[config.mk]
export PLATFORM = sky130hd
export DESIGN_NAME = differential_drive_goto_controller_unit_flat
export DESIGN_NICKNAME = d
export VERILOG_FILES = /design/src/design/ddgc_pkg.sv /design/src/design/ddgc_if.sv /design/src/design/ddgc_ctrl.sv /design/src/design/ddgc_datapath.sv /design/src/design/differential_drive_goto_controller_unit.sv /design/src/flat_wrapper.sv
export VERILOG_INCLUDE_DIRS = /design/src /design/src/design
export SDC_FILE = /design/constraint.sdc
export NUM_CORES = 2
export LEC_CHECK = 0
export BUFFER_PORTS_ARGS = -buffer_cell sky130_fd_sc_hd__buf_2
export CORE_MARGIN = 3
export CORE_UTILIZATION = 66
export CTS_CLUSTER_DIAMETER = 120
export DETAILED_ROUTE_END_ITERATION = 8
export HOLD_SLACK_MARGIN = 0.02
export PLACE_DENSITY = 0.83
export SLEW_MARGIN = 20
export SYNTH_ARGS = -nofsm -noshare
export SYNTH_HDL_FRONTEND = slang
export SYNTH_SLANG_ARGS = --single-unit
[constraint.sdc]
create_clock -name clk -period 13.45 [get_ports clk]
set_clock_uncertainty 0.1 [all_clocks]
set_input_delay 2.69 -clock clk [delete_from_list [all_inputs] [get_ports clk]]
set_output_delay 2.69 -clock clk [all_outputs]
set_load 0.03 [all_outputs]
[src/design/differential_drive_goto_controller_unit_assert.svh]
// assertion macros for the go-to-point controller
`ifndef DIFFERENTIAL_DRIVE_GOTO_CONTROLLER_UNIT_ASSERT_SVH
`define DIFFERENTIAL_DRIVE_GOTO_CONTROLLER_UNIT_ASSERT_SVH
`ifndef SYNTHESIS
`define DDGC_ASSERT_IMPLY(name, a, c) \
    name: assert property (@(posedge clk) disable iff (!rst_n) (a) |-> (c)) \
        else $error("ddgc implication check failed");
`define DDGC_ASSERT_NEXT(name, a, c) \
    name: assert property (@(posedge clk) disable iff (!rst_n) (a) |=> (c)) \
        else $error("ddgc next-cycle check failed");
`else
`define DDGC_ASSERT_IMPLY(name, a, c)
`define DDGC_ASSERT_NEXT(name, a, c)
`endif
`endif

[src/design/ddgc_pkg.sv]
// shared types, constants and tables of the go-to-point controller
package ddgc_pkg;

    localparam int POS_WIDTH_DEF   = 24;
    localparam int ANGLE_WIDTH_DEF = 16;
    localparam int CORDIC_STEPS    = 24;
    localparam int CORDIC_W        = 64;
    localparam int FRAC_STEPS      = 16;
    localparam int SPEED_W         = 17;
    localparam int Q16_W           = 17;
    localparam logic [Q16_W-1:0] ONE_Q16 = 17'd65536;
    localparam logic [32:0] HALF_RAD_T32 = 33'd341782638;
    localparam logic [31:0] ACC_QUARTER  = 32'h4000_0000;
    localparam logic [31:0] ACC_3QUARTER = 32'hC000_0000;
    localparam int K_TURN = 80;
    localparam int K_FWD  = 120;

    localparam logic [1:0] OP_TICK  = 2'd0;
    localparam logic [1:0] OP_SET_X = 2'd1;
    localparam logic [1:0] OP_SET_Y = 2'd2;

    typedef enum logic [3:0] {
        S_IDLE,
        S_SQ0,
        S_SQ1,
        S_ROT,
        S_ANG,
        S_DIVA,
        S_RPT,
        S_DIVD,
        S_MPT,
        S_FIN
    } state_t;

    typedef struct packed {
        logic take;
        logic load;
        logic sq_init;
        logic sq_add;
        logic rot_step;
        logic ang;
        logic div_step;
        logic rp_take;
        logic mp_take;
        logic commit;
    } cmd_t;

    typedef struct packed {
        logic in_valid;
        logic in_tick;
        logic rot_last;
        logic div_last;
        logic out_free;
    } sts_t;

    // arctangent of 2^-i in units of 2^-32 turn
    function automatic logic [31:0] atan_step(input logic [4:0] idx);
        logic [31:0] v;
        case (idx)
            5'd0:  v = 32'd536870912;
            5'd1:  v = 32'd316933406;
            5'd2:  v = 32'd167458907;
            5'd3:  v = 32'd85004756;
            5'd4:  v = 32'd42667331;
            5'd5:  v = 32'd21354465;
            5'd6:  v = 32'd10679838;
            5'd7:  v = 32'd5340245;
            5'd8:  v = 32'd2670163;
            5'd9:  v = 32'd1335087;
            5'd10: v = 32'd667544;
            5'd11: v = 32'd333772;
            5'd12: v = 32'd166886;
            5'd13: v = 32'd83443;
            5'd14: v = 32'd41722;
            5'd15: v = 32'd20861;
            5'd16: v = 32'd10430;
            5'd17: v = 32'd5215;
            5'd18: v = 32'd2608;
            5'd19: v = 32'd1304;
            5'd20: v = 32'd652;
            5'd21: v = 32'd326;
            5'd22: v = 32'd163;
            5'd23: v = 32'd81;
            default: v = 32'd0;
        endcase
        return v;
    endfunction

endpackage

[src/design/ddgc_if.sv]
// request channels of the go-to-point controller
interface ddgc_in_if #(
    parameter int POS_WIDTH   = ddgc_pkg::POS_WIDTH_DEF,
    parameter int ANGLE_WIDTH = ddgc_pkg::ANGLE_WIDTH_DEF
);
    logic                          valid;
    logic                          ready;
    logic [1:0]                    op;
    logic signed [POS_WIDTH-1:0]   coord_x;
    logic signed [POS_WIDTH-1:0]   coord_y;
    logic [ANGLE_WIDTH-1:0]        heading;

    modport source (output valid, op, coord_x, coord_y, heading, input ready);
    modport sink (input valid, op, coord_x, coord_y, heading, output ready);
endinterface

interface ddgc_out_if;
    import ddgc_pkg::*;
    logic                      valid;
    logic                      ready;
    logic                      moving;
    logic                      drive_on;
    logic signed [SPEED_W-1:0] left_speed;
    logic signed [SPEED_W-1:0] right_speed;
    logic                      left_reverse;
    logic                      right_reverse;
    logic                      arrived;

    modport source (output valid, moving, drive_on, left_speed, right_speed,
                    left_reverse, right_reverse, arrived, input ready);
    modport sink (input valid, moving, drive_on, left_speed, right_speed,
                  left_reverse, right_reverse, arrived, output ready);
endinterface

[src/design/ddgc_ctrl.sv]
// sequencer of the go-to-point controller
module ddgc_ctrl (
    input  logic          clk,
    input  logic          rst_n,
    input  ddgc_pkg::sts_t sts,
    output ddgc_pkg::cmd_t cmd
);
    import ddgc_pkg::*;

    state_t state_reg;
    state_t state_next;

    always_ff @(posedge clk or negedge rst_n)
    begin
        if (!rst_n)
        begin
            state_reg <= S_IDLE;
        end
        else
        begin
            state_reg <= state_next;
        end
    end

    always_comb
    begin
        state_next = state_reg;
        case (state_reg)
            S_IDLE:
            begin
                if (sts.in_valid)
                begin
                    state_next = sts.in_tick ? S_SQ0 : S_FIN;
                end
            end
            S_SQ0: state_next = S_SQ1;
            S_SQ1: state_next = S_ROT;
            S_ROT:
            begin
                if (sts.rot_last)
                begin
                    state_next = S_ANG;
                end
            end
            S_ANG: state_next = S_DIVA;
            S_DIVA:
            begin
                if (sts.div_last)
                begin
                    state_next = S_RPT;
                end
            end
            S_RPT: state_next = S_DIVD;
            S_DIVD:
            begin
                if (sts.div_last)
                begin
                    state_next = S_MPT;
                end
            end
            S_MPT: state_next = S_FIN;
            S_FIN:
            begin
                if (sts.out_free)
                begin
                    state_next = S_IDLE;
                end
            end
            default: state_next = S_IDLE;
        endcase
    end

    always_comb
    begin
        cmd = '0;
        case (state_reg)
            S_IDLE:
            begin
                cmd.take = 1'b1;
                cmd.load = sts.in_valid;
            end
            S_SQ0:  cmd.sq_init = 1'b1;
            S_SQ1:  cmd.sq_add = 1'b1;
            S_ROT:  cmd.rot_step = 1'b1;
            S_ANG:  cmd.ang = 1'b1;
            S_DIVA: cmd.div_step = 1'b1;
            S_RPT:  cmd.rp_take = 1'b1;
            S_DIVD: cmd.div_step = 1'b1;
            S_MPT:  cmd.mp_take = 1'b1;
            S_FIN:  cmd.commit = sts.out_free;
            default: cmd = '0;
        endcase
    end

endmodule

[src/design/ddgc_datapath.sv]
// arithmetic, controller state and result register of the go-to-point controller
module ddgc_datapath #(
    parameter int POS_WIDTH   = ddgc_pkg::POS_WIDTH_DEF,
    parameter int ANGLE_WIDTH = ddgc_pkg::ANGLE_WIDTH_DEF
) (
    input  logic           clk,
    input  logic           rst_n,
    input  ddgc_pkg::cmd_t cmd,
    output ddgc_pkg::sts_t sts,
    ddgc_in_if.sink        in_ch,
    ddgc_out_if.source     out_ch
);
    import ddgc_pkg::*;

    localparam int DX_W  = POS_WIDTH + 1;
    localparam int SQ_W  = 2 * POS_WIDTH + 2;
    localparam int R_W   = POS_WIDTH + 1;
    localparam int REM_W = POS_WIDTH + 4;
    localparam int ROT_STEPS = (R_W > CORDIC_STEPS) ? R_W : CORDIC_STEPS;
    localparam int CNT_W = $clog2(ROT_STEPS);
    localparam int D_W   = ((R_W > ANGLE_WIDTH) ? R_W : ANGLE_WIDTH) + 1;
    localparam int SCALE = 60 - POS_WIDTH;
    localparam int AW    = ANGLE_WIDTH;
    localparam logic [31:0] ROUND_HALF = 32'(1) << (31 - AW);
    localparam logic signed [AW-1:0] QUARTER = AW'(1) << (AW - 2);

    logic [1:0]                  op_reg;
    logic signed [POS_WIDTH-1:0] goal_x_reg;
    logic signed [POS_WIDTH-1:0] goal_y_reg;
    logic                        move_mode_reg;
    logic [R_W-1:0]              start_dist_reg;
    logic [AW-1:0]               start_angle_reg;
    logic signed [DX_W-1:0]      dx_reg;
    logic signed [DX_W-1:0]      dy_reg;
    logic [AW-1:0]               heading_reg;
    logic                        zero_reg;
    logic [SQ_W-1:0]             sum_reg;
    logic signed [CORDIC_W-1:0]  cx_reg;
    logic signed [CORDIC_W-1:0]  cy_reg;
    logic [31:0]                 acc_reg;
    logic [REM_W-1:0]            rem_reg;
    logic [R_W-1:0]              root_reg;
    logic [CNT_W-1:0]            cnt_reg;
    logic signed [AW-1:0]        rel_reg;
    logic [AW-1:0]               arel_reg;
    logic [AW-1:0]               ainit_reg;
    logic [R_W-1:0]              dist_reg;
    logic [D_W-1:0]              drem_reg;
    logic [D_W-1:0]              dden_reg;
    logic [FRAC_STEPS-1:0]       quo_reg;
    logic [Q16_W-1:0]            rp_reg;
    logic [Q16_W-1:0]            mp_reg;

    logic                        out_valid_reg;
    logic                        o_moving_reg;
    logic                        o_drive_reg;
    logic signed [SPEED_W-1:0]   o_ls_reg;
    logic signed [SPEED_W-1:0]   o_rs_reg;
    logic                        o_lrev_reg;
    logic                        o_rrev_reg;
    logic                        o_arrived_reg;

    // magnitudes of the offsets and the shared squarer
    logic [DX_W-1:0] mag_dx;
    logic [DX_W-1:0] mag_dy;
    logic [DX_W-1:0] sq_op;
    logic [SQ_W-1:0] sq_prod;

    assign mag_dx  = dx_reg[DX_W-1] ? DX_W'(-dx_reg) : DX_W'(dx_reg);
    assign mag_dy  = dy_reg[DX_W-1] ? DX_W'(-dy_reg) : DX_W'(dy_reg);
    assign sq_op   = cmd.sq_add ? mag_dy : mag_dx;
    assign sq_prod = SQ_W'(sq_op) * SQ_W'(sq_op);

    // cordic pre-rotation into the right half plane
    logic signed [CORDIC_W-1:0] dxs;
    logic signed [CORDIC_W-1:0] dys;
    logic signed [CORDIC_W-1:0] cx_init;
    logic signed [CORDIC_W-1:0] cy_init;
    logic [31:0]                acc_init;

    always_comb
    begin
        dxs = CORDIC_W'(dx_reg) <<< SCALE;
        dys = CORDIC_W'(dy_reg) <<< SCALE;
        cx_init = dxs;
        cy_init = dys;
        acc_init = '0;
        if (dxs < 0)
        begin
            if (dys >= 0)
            begin
                cx_init = dys;
                cy_init = -dxs;
                acc_init = ACC_QUARTER;
            end
            else
            begin
                cx_init = -dys;
                cy_init = dxs;
                acc_init = ACC_3QUARTER;
            end
        end
    end

    // per step: one cordic rotation while fewer than CORDIC_STEPS are done, one root digit while fewer than R_W
    logic [4:0]                 rot_idx;
    logic signed [CORDIC_W-1:0] xsh;
    logic signed [CORDIC_W-1:0] ysh;
    logic [REM_W-1:0]           rem_sh;
    logic [REM_W-1:0]           root_trial;

    assign rot_idx    = cnt_reg[4:0];
    assign xsh        = cx_reg >>> rot_idx;
    assign ysh        = cy_reg >>> rot_idx;
    assign rem_sh     = {rem_reg[REM_W-3:0], sum_reg[SQ_W-1:SQ_W-2]};
    assign root_trial = REM_W'({root_reg, 2'b01});

    // bearing, relative angle and start captures
    logic [31:0]          bear_sum;
    logic [AW-1:0]        bear;
    logic [AW-1:0]        relu;
    logic signed [AW-1:0] rel_s;
    logic [AW-1:0]        sa_next;
    logic signed [AW-1:0] sa_s;
    logic [R_W-1:0]       sd_next;

    always_comb
    begin
        bear_sum = acc_reg + ROUND_HALF;
        bear     = zero_reg ? '0 : bear_sum[31:32-AW];
        relu     = bear - heading_reg;
        rel_s    = $signed(relu);
        sa_next  = (start_angle_reg == '0) ? relu : start_angle_reg;
        sa_s     = $signed(sa_next);
        sd_next  = (start_dist_reg == '0) ? root_reg : start_dist_reg;
    end

    // restoring divider step
    logic [D_W-1:0] drem_sh;
    assign drem_sh = {drem_reg[D_W-2:0], 1'b0};

    // speed setpoints and state update on commit
    logic [Q16_W-1:0]          rp_inv;
    logic [Q16_W-1:0]          mp_inv_n;
    logic [24:0]               turn_prod;
    logic [24:0]               fwd_prod;
    logic [24:0]               spin_prod;
    logic signed [SPEED_W:0]   ls_c;
    logic signed [SPEED_W:0]   rs_c;
    logic                      lrev_c;
    logic                      rrev_c;
    logic                      drive_c;
    logic                      move_next;
    logic signed [POS_WIDTH-1:0] gx_next;
    logic signed [POS_WIDTH-1:0] gy_next;
    logic                      clear_start;
    logic                      steer_c;
    logic                      spin_c;
    logic                      stop_c;
    logic [32:0]               arel_t32;

    always_comb
    begin
        rp_inv    = ONE_Q16 - rp_reg;
        mp_inv_n  = mp_reg;
        turn_prod = 25'(K_TURN) * 25'(rp_inv);
        fwd_prod  = 25'(K_FWD) * 25'(mp_inv_n);
        spin_prod = 25'(K_FWD) * 25'(rp_inv);
        arel_t32  = 33'(arel_reg) << (32 - AW);
        steer_c   = (20'(mp_reg) * 20'd5 < 20'(ONE_Q16) * 20'd4)
                    && (21'(rp_reg) * 21'd10 > 21'(ONE_Q16) * 21'd7);
        spin_c    = (arel_t32 > HALF_RAD_T32) && (18'(mp_reg) * 18'd2 < 18'(ONE_Q16));
        stop_c    = ((rel_reg > QUARTER) || (rel_reg < -QUARTER))
                    && (18'(mp_reg) * 18'd2 > 18'(ONE_Q16));
        ls_c        = '0;
        rs_c        = '0;
        lrev_c      = 1'b0;
        rrev_c      = 1'b0;
        drive_c     = 1'b0;
        move_next   = move_mode_reg;
        gx_next     = goal_x_reg;
        gy_next     = goal_y_reg;
        clear_start = 1'b0;
        if (op_reg == OP_TICK)
        begin
            if (!move_mode_reg)
            begin
                clear_start = 1'b1;
                move_next = (goal_x_reg != '0) || (goal_y_reg != '0);
            end
            else
            begin
                drive_c = 1'b1;
                if (steer_c)
                begin
                    if (rel_reg < 0)
                    begin
                        ls_c = (SPEED_W+1)'(turn_prod[24:8]);
                        rs_c = -(SPEED_W+1)'(turn_prod[24:8]);
                    end
                    else
                    begin
                        ls_c = -(SPEED_W+1)'(turn_prod[24:8]);
                        rs_c = (SPEED_W+1)'(turn_prod[24:8]);
                    end
                end
                ls_c = ls_c + (SPEED_W+1)'(fwd_prod[24:8]);
                rs_c = rs_c + (SPEED_W+1)'(fwd_prod[24:8]);
                if (spin_c)
                begin
                    ls_c = (SPEED_W+1)'(K_TURN * 256) + (SPEED_W+1)'(spin_prod[24:8]);
                    rs_c = ls_c;
                    lrev_c = rel_reg > 0;
                    rrev_c = !(rel_reg > 0);
                end
                if (stop_c)
                begin
                    move_next = 1'b0;
                    gx_next = '0;
                    gy_next = '0;
                    drive_c = 1'b0;
                end
            end
        end
    end

    always_ff @(posedge clk or negedge rst_n)
    begin
        if (!rst_n)
        begin
            goal_x_reg      <= '0;
            goal_y_reg      <= '0;
            move_mode_reg   <= 1'b0;
            start_dist_reg  <= '0;
            start_angle_reg <= '0;
            cnt_reg         <= '0;
            out_valid_reg   <= 1'b0;
        end
        else
        begin
            if (cmd.load)
            begin
                case (in_ch.op)
                    OP_SET_X: goal_x_reg <= in_ch.coord_x;
                    OP_SET_Y: goal_y_reg <= in_ch.coord_y;
                    default:  goal_x_reg <= goal_x_reg;
                endcase
            end
            if (cmd.sq_add || cmd.ang || cmd.rp_take)
            begin
                cnt_reg <= '0;
            end
            else if (cmd.rot_step || cmd.div_step)
            begin
                cnt_reg <= cnt_reg + CNT_W'(1);
            end
            if (cmd.ang)
            begin
                start_angle_reg <= sa_next;
                start_dist_reg  <= sd_next;
            end
            if (cmd.commit)
            begin
                move_mode_reg <= move_next;
                goal_x_reg    <= gx_next;
                goal_y_reg    <= gy_next;
                if (clear_start)
                begin
                    start_angle_reg <= '0;
                    start_dist_reg  <= '0;
                end
                out_valid_reg <= 1'b1;
            end
            else if (out_ch.ready)
            begin
                out_valid_reg <= 1'b0;
            end
        end
    end

    always_ff @(posedge clk)
    begin
        if (cmd.load)
        begin
            op_reg      <= in_ch.op;
            dx_reg      <= DX_W'(goal_x_reg) - DX_W'(in_ch.coord_x);
            dy_reg      <= DX_W'(goal_y_reg) - DX_W'(in_ch.coord_y);
            heading_reg <= in_ch.heading;
        end
        if (cmd.sq_init)
        begin
            sum_reg  <= sq_prod;
            cx_reg   <= cx_init;
            cy_reg   <= cy_init;
            acc_reg  <= acc_init;
            zero_reg <= (dx_reg == '0) && (dy_reg == '0);
            rem_reg  <= '0;
            root_reg <= '0;
        end
        if (cmd.sq_add)
        begin
            sum_reg <= sum_reg + sq_prod;
        end
        if (cmd.rot_step)
        begin
            if (32'(cnt_reg) < CORDIC_STEPS)
            begin
                if (cy_reg > 0)
                begin
                    cx_reg  <= cx_reg + ysh;
                    cy_reg  <= cy_reg - xsh;
                    acc_reg <= acc_reg + atan_step(rot_idx);
                end
                else
                begin
                    cx_reg  <= cx_reg - ysh;
                    cy_reg  <= cy_reg + xsh;
                    acc_reg <= acc_reg - atan_step(rot_idx);
                end
            end
            if (32'(cnt_reg) < R_W)
            begin
                sum_reg <= sum_reg << 2;
                if (rem_sh >= root_trial)
                begin
                    rem_reg  <= rem_sh - root_trial;
                    root_reg <= {root_reg[R_W-2:0], 1'b1};
                end
                else
                begin
                    rem_reg  <= rem_sh;
                    root_reg <= {root_reg[R_W-2:0], 1'b0};
                end
            end
        end
        if (cmd.ang)
        begin
            rel_reg   <= rel_s;
            arel_reg  <= rel_s[AW-1] ? AW'(-rel_s) : AW'(rel_s);
            ainit_reg <= sa_s[AW-1] ? AW'(-sa_s) : AW'(sa_s);
            dist_reg  <= root_reg;
            drem_reg  <= D_W'(rel_s[AW-1] ? AW'(-rel_s) : AW'(rel_s));
            dden_reg  <= D_W'(sa_s[AW-1] ? AW'(-sa_s) : AW'(sa_s));
        end
        if (cmd.div_step)
        begin
            if (drem_sh >= dden_reg)
            begin
                drem_reg <= drem_sh - dden_reg;
                quo_reg  <= {quo_reg[FRAC_STEPS-2:0], 1'b1};
            end
            else
            begin
                drem_reg <= drem_sh;
                quo_reg  <= {quo_reg[FRAC_STEPS-2:0], 1'b0};
            end
        end
        if (cmd.rp_take)
        begin
            if (ainit_reg == '0)
            begin
                rp_reg <= ONE_Q16;
            end
            else if (arel_reg >= ainit_reg)
            begin
                rp_reg <= '0;
            end
            else
            begin
                rp_reg <= ONE_Q16 - Q16_W'(quo_reg);
            end
            drem_reg <= D_W'(dist_reg);
            dden_reg <= D_W'(start_dist_reg);
        end
        if (cmd.mp_take)
        begin
            if (start_dist_reg == '0)
            begin
                mp_reg <= ONE_Q16;
            end
            else if (dist_reg >= start_dist_reg)
            begin
                mp_reg <= '0;
            end
            else
            begin
                mp_reg <= ONE_Q16 - Q16_W'(quo_reg);
            end
        end
        if (cmd.commit)
        begin
            o_moving_reg  <= move_next;
            o_drive_reg   <= drive_c;
            o_ls_reg      <= SPEED_W'(ls_c);
            o_rs_reg      <= SPEED_W'(rs_c);
            o_lrev_reg    <= lrev_c;
            o_rrev_reg    <= rrev_c;
            o_arrived_reg <= (gx_next == '0) && (gy_next == '0);
        end
    end

    assign in_ch.ready          = cmd.take;
    assign out_ch.valid         = out_valid_reg;
    assign out_ch.moving        = o_moving_reg;
    assign out_ch.drive_on      = o_drive_reg;
    assign out_ch.left_speed    = o_ls_reg;
    assign out_ch.right_speed   = o_rs_reg;
    assign out_ch.left_reverse  = o_lrev_reg;
    assign out_ch.right_reverse = o_rrev_reg;
    assign out_ch.arrived       = o_arrived_reg;

    assign sts.in_valid = in_ch.valid;
    assign sts.in_tick  = in_ch.op == OP_TICK;
    assign sts.rot_last = cnt_reg == CNT_W'(ROT_STEPS - 1);
    assign sts.div_last = cnt_reg == CNT_W'(FRAC_STEPS - 1);
    assign sts.out_free = !out_valid_reg || out_ch.ready;

endmodule

[src/design/differential_drive_goto_controller_unit.sv]
// top level of the differential-drive go-to-point controller
//
// in_ch takes one request at a time: a set-target-x, a set-target-y or a
// control tick carrying the pose (x, y, binary heading). out_ch returns one
// result per request: move flag, drive enable, left/right Q8.8 speeds with
// direction bits and the arrived flag.
// a set request goes from acceptance straight to the final state (S_FIN).
// a tick runs squaring (S_SQ0, S_SQ1), a shared cordic/root loop (S_ROT),
// a capture step (S_ANG), two 16-step restoring divisions (S_DIVA, S_DIVD)
// each followed by a step that takes the quotient (S_RPT, S_MPT), and the
// final state, which registers the result.
// in_ch.ready is high only while the sequencer waits for a request, so one
// request is in work at a time.
// a finished result sits in the output register; in_ch accepts the next
// request while it waits, and a stalled out_ch holds the next result in its
// final state until the register frees up.
// reset clears the mode to standby, the target to (0,0) and the start values.
`include "differential_drive_goto_controller_unit_assert.svh"
module differential_drive_goto_controller_unit #(
    parameter int POS_WIDTH   = ddgc_pkg::POS_WIDTH_DEF,
    parameter int ANGLE_WIDTH = ddgc_pkg::ANGLE_WIDTH_DEF
) (
    input  logic       clk,
    input  logic       rst_n,
    ddgc_in_if.sink    in_ch,
    ddgc_out_if.source out_ch
);
    import ddgc_pkg::*;

    // command and status between sequencer and datapath
    cmd_t cmd;
    sts_t sts;

    ddgc_ctrl u_ctrl (
        .clk   (clk),
        .rst_n (rst_n),
        .sts   (sts),
        .cmd   (cmd)
    );

    // arithmetic, goal and start registers, result register
    ddgc_datapath #(
        .POS_WIDTH   (POS_WIDTH),
        .ANGLE_WIDTH (ANGLE_WIDTH)
    ) u_datapath (
        .clk    (clk),
        .rst_n  (rst_n),
        .cmd    (cmd),
        .sts    (sts),
        .in_ch  (in_ch),
        .out_ch (out_ch)
    );

    // a request is never taken twice in a row
    `DDGC_ASSERT_NEXT(a_one_in_work, in_ch.valid && in_ch.ready, !in_ch.ready)
    // driving implies the move mode is kept
    `DDGC_ASSERT_IMPLY(a_drive_moving, out_ch.valid && out_ch.drive_on, out_ch.moving)
    // no result reverses both wheels; a spin reverses exactly one
    `DDGC_ASSERT_IMPLY(a_one_reverse, out_ch.valid, !(out_ch.left_reverse && out_ch.right_reverse))

endmodule

[src/flat_wrapper.sv]
// flat-port wrapper written by rule: the top's interface ports become plain ports
module differential_drive_goto_controller_unit_flat import ddgc_pkg::*;
#(
    parameter int POS_WIDTH   = ddgc_pkg::POS_WIDTH_DEF,
    parameter int ANGLE_WIDTH = ddgc_pkg::ANGLE_WIDTH_DEF
)
  (clk, rst_n, in_ch_valid, in_ch_op, in_ch_coord_x, in_ch_coord_y, in_ch_heading, in_ch_ready, out_ch_valid, out_ch_moving, out_ch_drive_on, out_ch_left_speed, out_ch_right_speed, out_ch_left_reverse, out_ch_right_reverse, out_ch_arrived, out_ch_ready);
  ddgc_in_if #(.POS_WIDTH(POS_WIDTH), .ANGLE_WIDTH(ANGLE_WIDTH)) in_ch_i ();
  ddgc_out_if out_ch_i ();
  input  logic clk;
  input  logic rst_n;
  input wire logic [$bits(in_ch_i.valid)-1:0] in_ch_valid;
  input wire logic [$bits(in_ch_i.op)-1:0] in_ch_op;
  input wire logic [$bits(in_ch_i.coord_x)-1:0] in_ch_coord_x;
  input wire logic [$bits(in_ch_i.coord_y)-1:0] in_ch_coord_y;
  input wire logic [$bits(in_ch_i.heading)-1:0] in_ch_heading;
  output wire logic [$bits(in_ch_i.ready)-1:0] in_ch_ready;
  output wire logic [$bits(out_ch_i.valid)-1:0] out_ch_valid;
  output wire logic [$bits(out_ch_i.moving)-1:0] out_ch_moving;
  output wire logic [$bits(out_ch_i.drive_on)-1:0] out_ch_drive_on;
  output wire logic [$bits(out_ch_i.left_speed)-1:0] out_ch_left_speed;
  output wire logic [$bits(out_ch_i.right_speed)-1:0] out_ch_right_speed;
  output wire logic [$bits(out_ch_i.left_reverse)-1:0] out_ch_left_reverse;
  output wire logic [$bits(out_ch_i.right_reverse)-1:0] out_ch_right_reverse;
  output wire logic [$bits(out_ch_i.arrived)-1:0] out_ch_arrived;
  input wire logic [$bits(out_ch_i.ready)-1:0] out_ch_ready;
  assign in_ch_i.valid = in_ch_valid;
  assign in_ch_i.op = in_ch_op;
  assign in_ch_i.coord_x = in_ch_coord_x;
  assign in_ch_i.coord_y = in_ch_coord_y;
  assign in_ch_i.heading = in_ch_heading;
  assign in_ch_ready = in_ch_i.ready;
  assign out_ch_valid = out_ch_i.valid;
  assign out_ch_moving = out_ch_i.moving;
  assign out_ch_drive_on = out_ch_i.drive_on;
  assign out_ch_left_speed = out_ch_i.left_speed;
  assign out_ch_right_speed = out_ch_i.right_speed;
  assign out_ch_left_reverse = out_ch_i.left_reverse;
  assign out_ch_right_reverse = out_ch_i.right_reverse;
  assign out_ch_arrived = out_ch_i.arrived;
  assign out_ch_i.ready = out_ch_ready;
  differential_drive_goto_controller_unit #(.POS_WIDTH(POS_WIDTH), .ANGLE_WIDTH(ANGLE_WIDTH)) u_core (.clk(clk), .rst_n(rst_n), .in_ch(in_ch_i), .out_ch(out_ch_i));
endmodule
# After elaboration in Yosys (flattened, before gate mapping)
# Memory sizes are Yosys's and may differ from the RTL's.
# Index checks and enable logic that the tools add are counted.
# word_totals
ff_bits,645
romBits,1920
input_bits,70
out_inout_bits,41
wordCells,260
n_memories,2
# mem_list
name,depth,word_bits,rd,rd_clocked_by_memory_dff,write_ports,line,text
(no name shown),32,30,1,0,0,ddgc_pkg.sv:59,case (idx)
(no name shown),32,30,1,0,0,ddgc_pkg.sv:59,
# classes
add_sub_neg,26
n_mul,6
magnitude_cmp,18
n_eq_ne,18
n_shift,2
muxes,108
reduce_logical,40
# op_table
operator,n
$mux 64,12
$mux 25,17
$mux 32,12
$mux 24,12
$mux 17,12
$mux 50,4
$add 64x64->64,2
$neg 61->64,2
$sshr 64x5->64,2
$sub 64x64->64,2
$mux 28,4
$mux 16,5
$logic_not 25->1,3
$gt 64x1->1 const B,1
$ge 61x1->1 const B,1
$lt 61x1->1 const B,1
$add 50x50->50,1
$mul 25x25->50,1
$neg 25->25,2
$sub 24x24->25,2
$logic_not 24->1,2
$reduce_bool 24->1,2
$mul 4x17->21 const A,2
$mul 17x3->20 const B,2
other kinds (57),112

# Depth between registers and ports, before layout
# depth
ltp_word,9
mapped_depth,53

# Modules after synthesis
# From an unflattened synthesis, not the netlist that was laid out.
# hier_totals
cells_unflattened,9989
area_unflattened_um2,84534.8
# by_module_without_submodules
mod,n_inst,cells_per_inst,area_per_inst_um2,seq_area_each_um2
ddgc_datapath,1,9939,84098.2,16025.4
ddgc_ctrl,1,50,436.7,100.1

# Worst setup path before layout
# No wires, ideal clock.
# synth_path
kind,register -> register
from,register u_core.u_datapath.dx_reg[0]
to,register u_core.u_datapath.sum_reg[49]
arrival_time_ns,11.599
t_required_ns,13.224
setup_slack_ns,1.625
path_stages_with_launch,53
n_path_buf,3
path_cell_list,edfxtp_1 > inv_1 > ha_1 > nand2_1 > or2_2 > or3_1 > or3_1 > or2_2 > o21ai_0 > xor2_1 > o21a_1 > clkbuf_1 > inv_1 > clkbuf_1 > nand2_1 > fa_1 > inv_1 > fa_1 > [17 not listed] > o21a_1 > a31o_2 > xor2_1 > ha_1 > clkbuf_1 > a21o_1 > a21o_1 > a21o_1 > a21o_1 > a21o_1 > a21oi_1 > o41ai_1 > a21o_1 > a21o_1 > a21oi_1 > nand3_1 > mux2i_1 > nor4_1
# synth_via
elab_chain_len,8
word_cells_on_any_way,9
classes_between,add/sub (2); mul (1); mux (6)
# synth_lines
element,line,text
"start, declared",ddgc_datapath.sv:33,logic signed [DX_W-1:0] dx_reg;
"start signal, assigned",ddgc_datapath.sv:286,dx_reg <= DX_W'(goal_x_reg) - DX_W'(in_ch.coord_x);
$neg 25->25,ddgc_datapath.sv:69,assign mag_dx = dx_reg[DX_W-1] ? DX_W'(-dx_reg) : DX_W'(dx_reg);
$mux 25 (*),ddgc_datapath.sv:69,
$mux 25 (*),ddgc_datapath.sv:71,assign sq_op = cmd.sq_add ? mag_dy : mag_dx;
$mul 25x25->50 (*),ddgc_datapath.sv:72,assign sq_prod = SQ_W'(sq_op) * SQ_W'(sq_op);
$add 50x50->50 / $mux 50 (equally long branches),"ddgc_datapath.sv:302, ddgc_datapath.sv:290",
$mux 50 (*),ddgc_datapath.sv:300,if (cmd.sq_add)
$mux 50,ddgc_datapath.sv:321,if (32'(cnt_reg) < R_W)
$mux 50 (*),ddgc_datapath.sv:304,if (cmd.rot_step)
"end signal, assigned",ddgc_datapath.sv:292,sum_reg <= sq_prod;
"end signal, assigned",ddgc_datapath.sv:302,sum_reg <= sum_reg + sq_prod;
"end signal, assigned",ddgc_datapath.sv:323,sum_reg <= sum_reg << 2;
"end, declared",ddgc_datapath.sv:37,logic [SQ_W-1:0] sum_reg;
# Every way passes the cells marked *; elsewhere a longest branch is shown, timed or not.
# A chain may end at the register's enable or synchronous reset.

# Worst setup path after layout
# layout_path
from,register u_core.u_datapath.dx_reg[2]
to,register u_core.u_datapath.sum_reg[49]
# The elaborated chain is that of the path after synthesis.

==> impl_results.md <==
- EDFF count, synth: 279
- Crit path arrival time: 13.28 ns
- Crit path max fanout: 11
- Root buffer cell: clkbuf_16
- Post-layout nets: 10800
- Hold Path Class: reg2reg
- Number of detailed-route iterations in the first pass: 9
- Minimum clock period: 12.77 ns
- Layout cells sized above 1: 0.0712
- Hold Vio Cnt, Final: 0
- Seq/Total Area, Yosys: 0.198
- RSZ-0062 raised after global routing: no
- Ys Warns: 0
- Vias in the first global route: 70400
- Power Density: 49.8 nW/um^2
- Layer with the highest usage: met2
- Synth Area in Compound Gates: 0.175
- DRT antenna net count: 0
- Clk pin slew, worst setup/hold paths: 0.06 ns
- Clock Sinks: 641
- Tot GR Track Use: 0.376
- CP Capture Point: u_core.u_datapath.sum_reg[49]
- Post-CTS Resized: 0
- P_leak: 0.0400 uW
- Util after Layout: 0.702
- CTS tree: yes
- Area growth from synthesis to layout: 5.44%
- Largest family of logic cells by synthesized area: adder cells
- Post-CTS setup buffers: 0
- Synth area leader: fa_1
- CORE AREA: 122000 um^2
- Post-synthesis simple-gate area fraction: 0.158
- Pins Over Slew Limit: 0
- Synth Area in Adders: 0.249
- Initial DRC count: 7738
- Reg2reg setup slack: 0.68 ns
- Mapped cell area: 81300 um^2
- Max Cap Violations: 0
- Final WS setup: 0.675 ns
- Critical R2R Launch: u_core.u_datapath.dx_reg[2]
- TNS Setup: 0 ns
- Net Count, Synth: 10900
- CTS buffer count: 75
- Status: completed
- Area fraction of the dominant cell type after synthesis: 0.134
- CP Launch Type: register
- Routed wire per std cell: 21.9 um
- Synth Area in XOR/XNOR: 0.0739
- Largest net degree at the start of global routing: 224
- Max stage delay on crit path: 0.55 ns
- Overall die height: 357 um
- Final non-filler cell total: 11100
- CP Launch Point: u_core.u_datapath.dx_reg[2]
- Via count: 72100
- Mux share of post-synthesis cell area: 0.0735
- Cell Area, Placed: 83000 um^2
- Synth Instances: 9582
- Area contributors post-synth: fa_1 (13%), ha_1 (11%), edfxtp_1 (10%), dfxtp_1 (6.5%), inv_1 (4.9%)
- Grt total ovfl: 0
- Total Wirelength: 244000 um
- Fillcell total: 9617
- Slew margin rel.: 0.265
- Post-placement cell count: 11000
- Post-route DRC violation count: 0
- Via/cell ratio: 6.47
- Clock latency on the worst-skew pair: 0.71 ns
- Critical Setup Path Class: reg2reg
- Worst EP required: 13.96 ns
- Starting Density: 0.666
- Crit path top cell by count: a21o_1
- Critical R2R Capture: u_core.u_datapath.sum_reg[49]
- Distinct cell type count after synthesis: 104
- Port-buffer cells: 110
- Routability Congestion: 1.01
- Avg Cell Area, Syn: 8.48 um^2
- Setup-failing EPs final: 0
- Period Utilization, post-route: 0.950
- Pre-CTS setup slack: 0.719 ns
- CTS Buffer Depth: 3
- Met1 Use GR: 0.479
- Rows: 128
- H-tree Lvls: 3
- Hold depth: 2
- First-pass GRT wire length: 380000 um
- CTS Hold Buffers Added: 0
- Register bit total from synthesis: 641
- I/O pin count: 111
- HPWL reported at the end of detailed placement: 191000 um
- Capturing element type of the critical path: register
- Worst path slowest cell: fa_1
- Ys async rst share: 0.156
- Layout Cell Area excl Fill: 85700 um^2
- Ys flop type: edfxtp_1
- Met2 Use GR: 0.593
- Worst vdd ir: 0.000107 V
- Worst Reg2Reg Path Length in Cells: 47
- Met3 Use GR: 0.105
- Die ar.: 127000 um^2
- Fmax: 78.3 MHz
- Antenna violations before repair: 5
- Worst-Margin Slew: 1.10 ns
- Die span in x: 357 um
worst max-delay path, delay by kind of cell, from the launching register on:
family / cells / cell delay, ns
AO/OA/AOI/OAI: 21 / 4.38
adder cells (fa/ha/maj): 9 / 4.07
AND/OR/NAND/NOR: 8 / 2.43
buffers and inverters: 7 / 0.94
flip-flops: 1 / 0.46
XOR/XNOR: 2 / 0.29
synthesized netlist by cell type, types with 42 or more instances:
master	count
ha_1	746
mux2i_1	149
dfrtp_1	100
a21o_1	237
buf_2	42
nor3_1	166
fa_1	543
buf_1	62
xor2_1	281
or3_1	73
o21ai_0	586
and3_1	68
clkbuf_1	297
o21bai_1	49
nand2_1	855
nor4_1	68
o211ai_1	45
a31oi_1	88
nor2b_1	78
and2_1	59
o21a_1	104
mux4_2	131
o31ai_1	51
xnor2_1	405
dfxtp_1	262
mux2_2	82
nand4_1	60
edfxtp_1	279
nor2_1	888
a211oi_1	132
nand2b_1	83
nand3_1	269
a21oi_1	670
inv_1	1068
area by class of cell:
class	instances	area [um^2]	share of cell area
Clock buffer	92	1980	0.0231
Tap cell	1625	2030	0.0237
Clock inverter	48	642	0.00749
Timing Repair Buffer	224	1450	0.0170
Sequential cell	641	16100	0.188
Inverter	1081	4070	0.0474
Multi-Input combinational cell	7436	59400	0.693
Antenna cell	1	2.50	0.0000292
power by group:
part           internal (uW)  switching [uW]  total, uW
clock                   1250             937       2190
combinational           20.6            35.2       55.8
sequential              2020               0       2020
worst min path at each step:
stage | startpoint | endpoint
after global placement | u_core.u_datapath.acc_reg[10] | u_core.u_datapath.acc_reg[10]
after global routing | u_core.u_datapath.root_reg[0] | u_core.u_datapath.dist_reg[0]
after CTS | u_core.u_datapath.root_reg[0] | u_core.u_datapath.dist_reg[0]
after detailed placement | u_core.u_datapath.root_reg[0] | u_core.u_datapath.dist_reg[0]
final | u_core.u_datapath.acc_reg[8] | u_core.u_datapath.acc_reg[8]
after floorplan | u_core.u_datapath.root_reg[0] | u_core.u_datapath.dist_reg[0]
metal layers:
metal	routed length, um	vias to the layer above
li1	-	33100
met1	94100	34500
met2	110000	3673
met3	27100	792
met4	13000	6
met5	47	-
cells in the final DEF, fill, tap and decap left out, drive strengths merged, types with 269 or more instances in the layout:
cell type     n
inv        1077
o21ai       595
xnor2       405
edfxtp      279
xor2        281
ha          746
fa          543
a21oi       671
nand2       857
nand3       269
nor2        888
through the flow:
step	hold slack, ns	total power (uW)
2_1_floorplan	0.330	2090
3_3_place_gp	0.340	2120
3_5_place_dp	0.345	2120
4_1_cts	0.361	4290
5_1_grt	0.377	4370
6_report	0.365	4260
cell families (layout without fill, tap and decap cells):
| kind of cell | Yosys count | in the layout |
|---|---|---|
| compound gates | 2280 | 2280 |
| xor+xnor | 686 | 686 |
| fa+ha+maj | 1289 | 1289 |
| buf+inv | 1505 | 1445 |
| flops | 641 | 641 |
| mux | 385 | 385 |
| other cells | 0 | 1 |
| simple gates | 2796 | 2796 |
No activity file was read; power rests on OpenSTA's default activity.
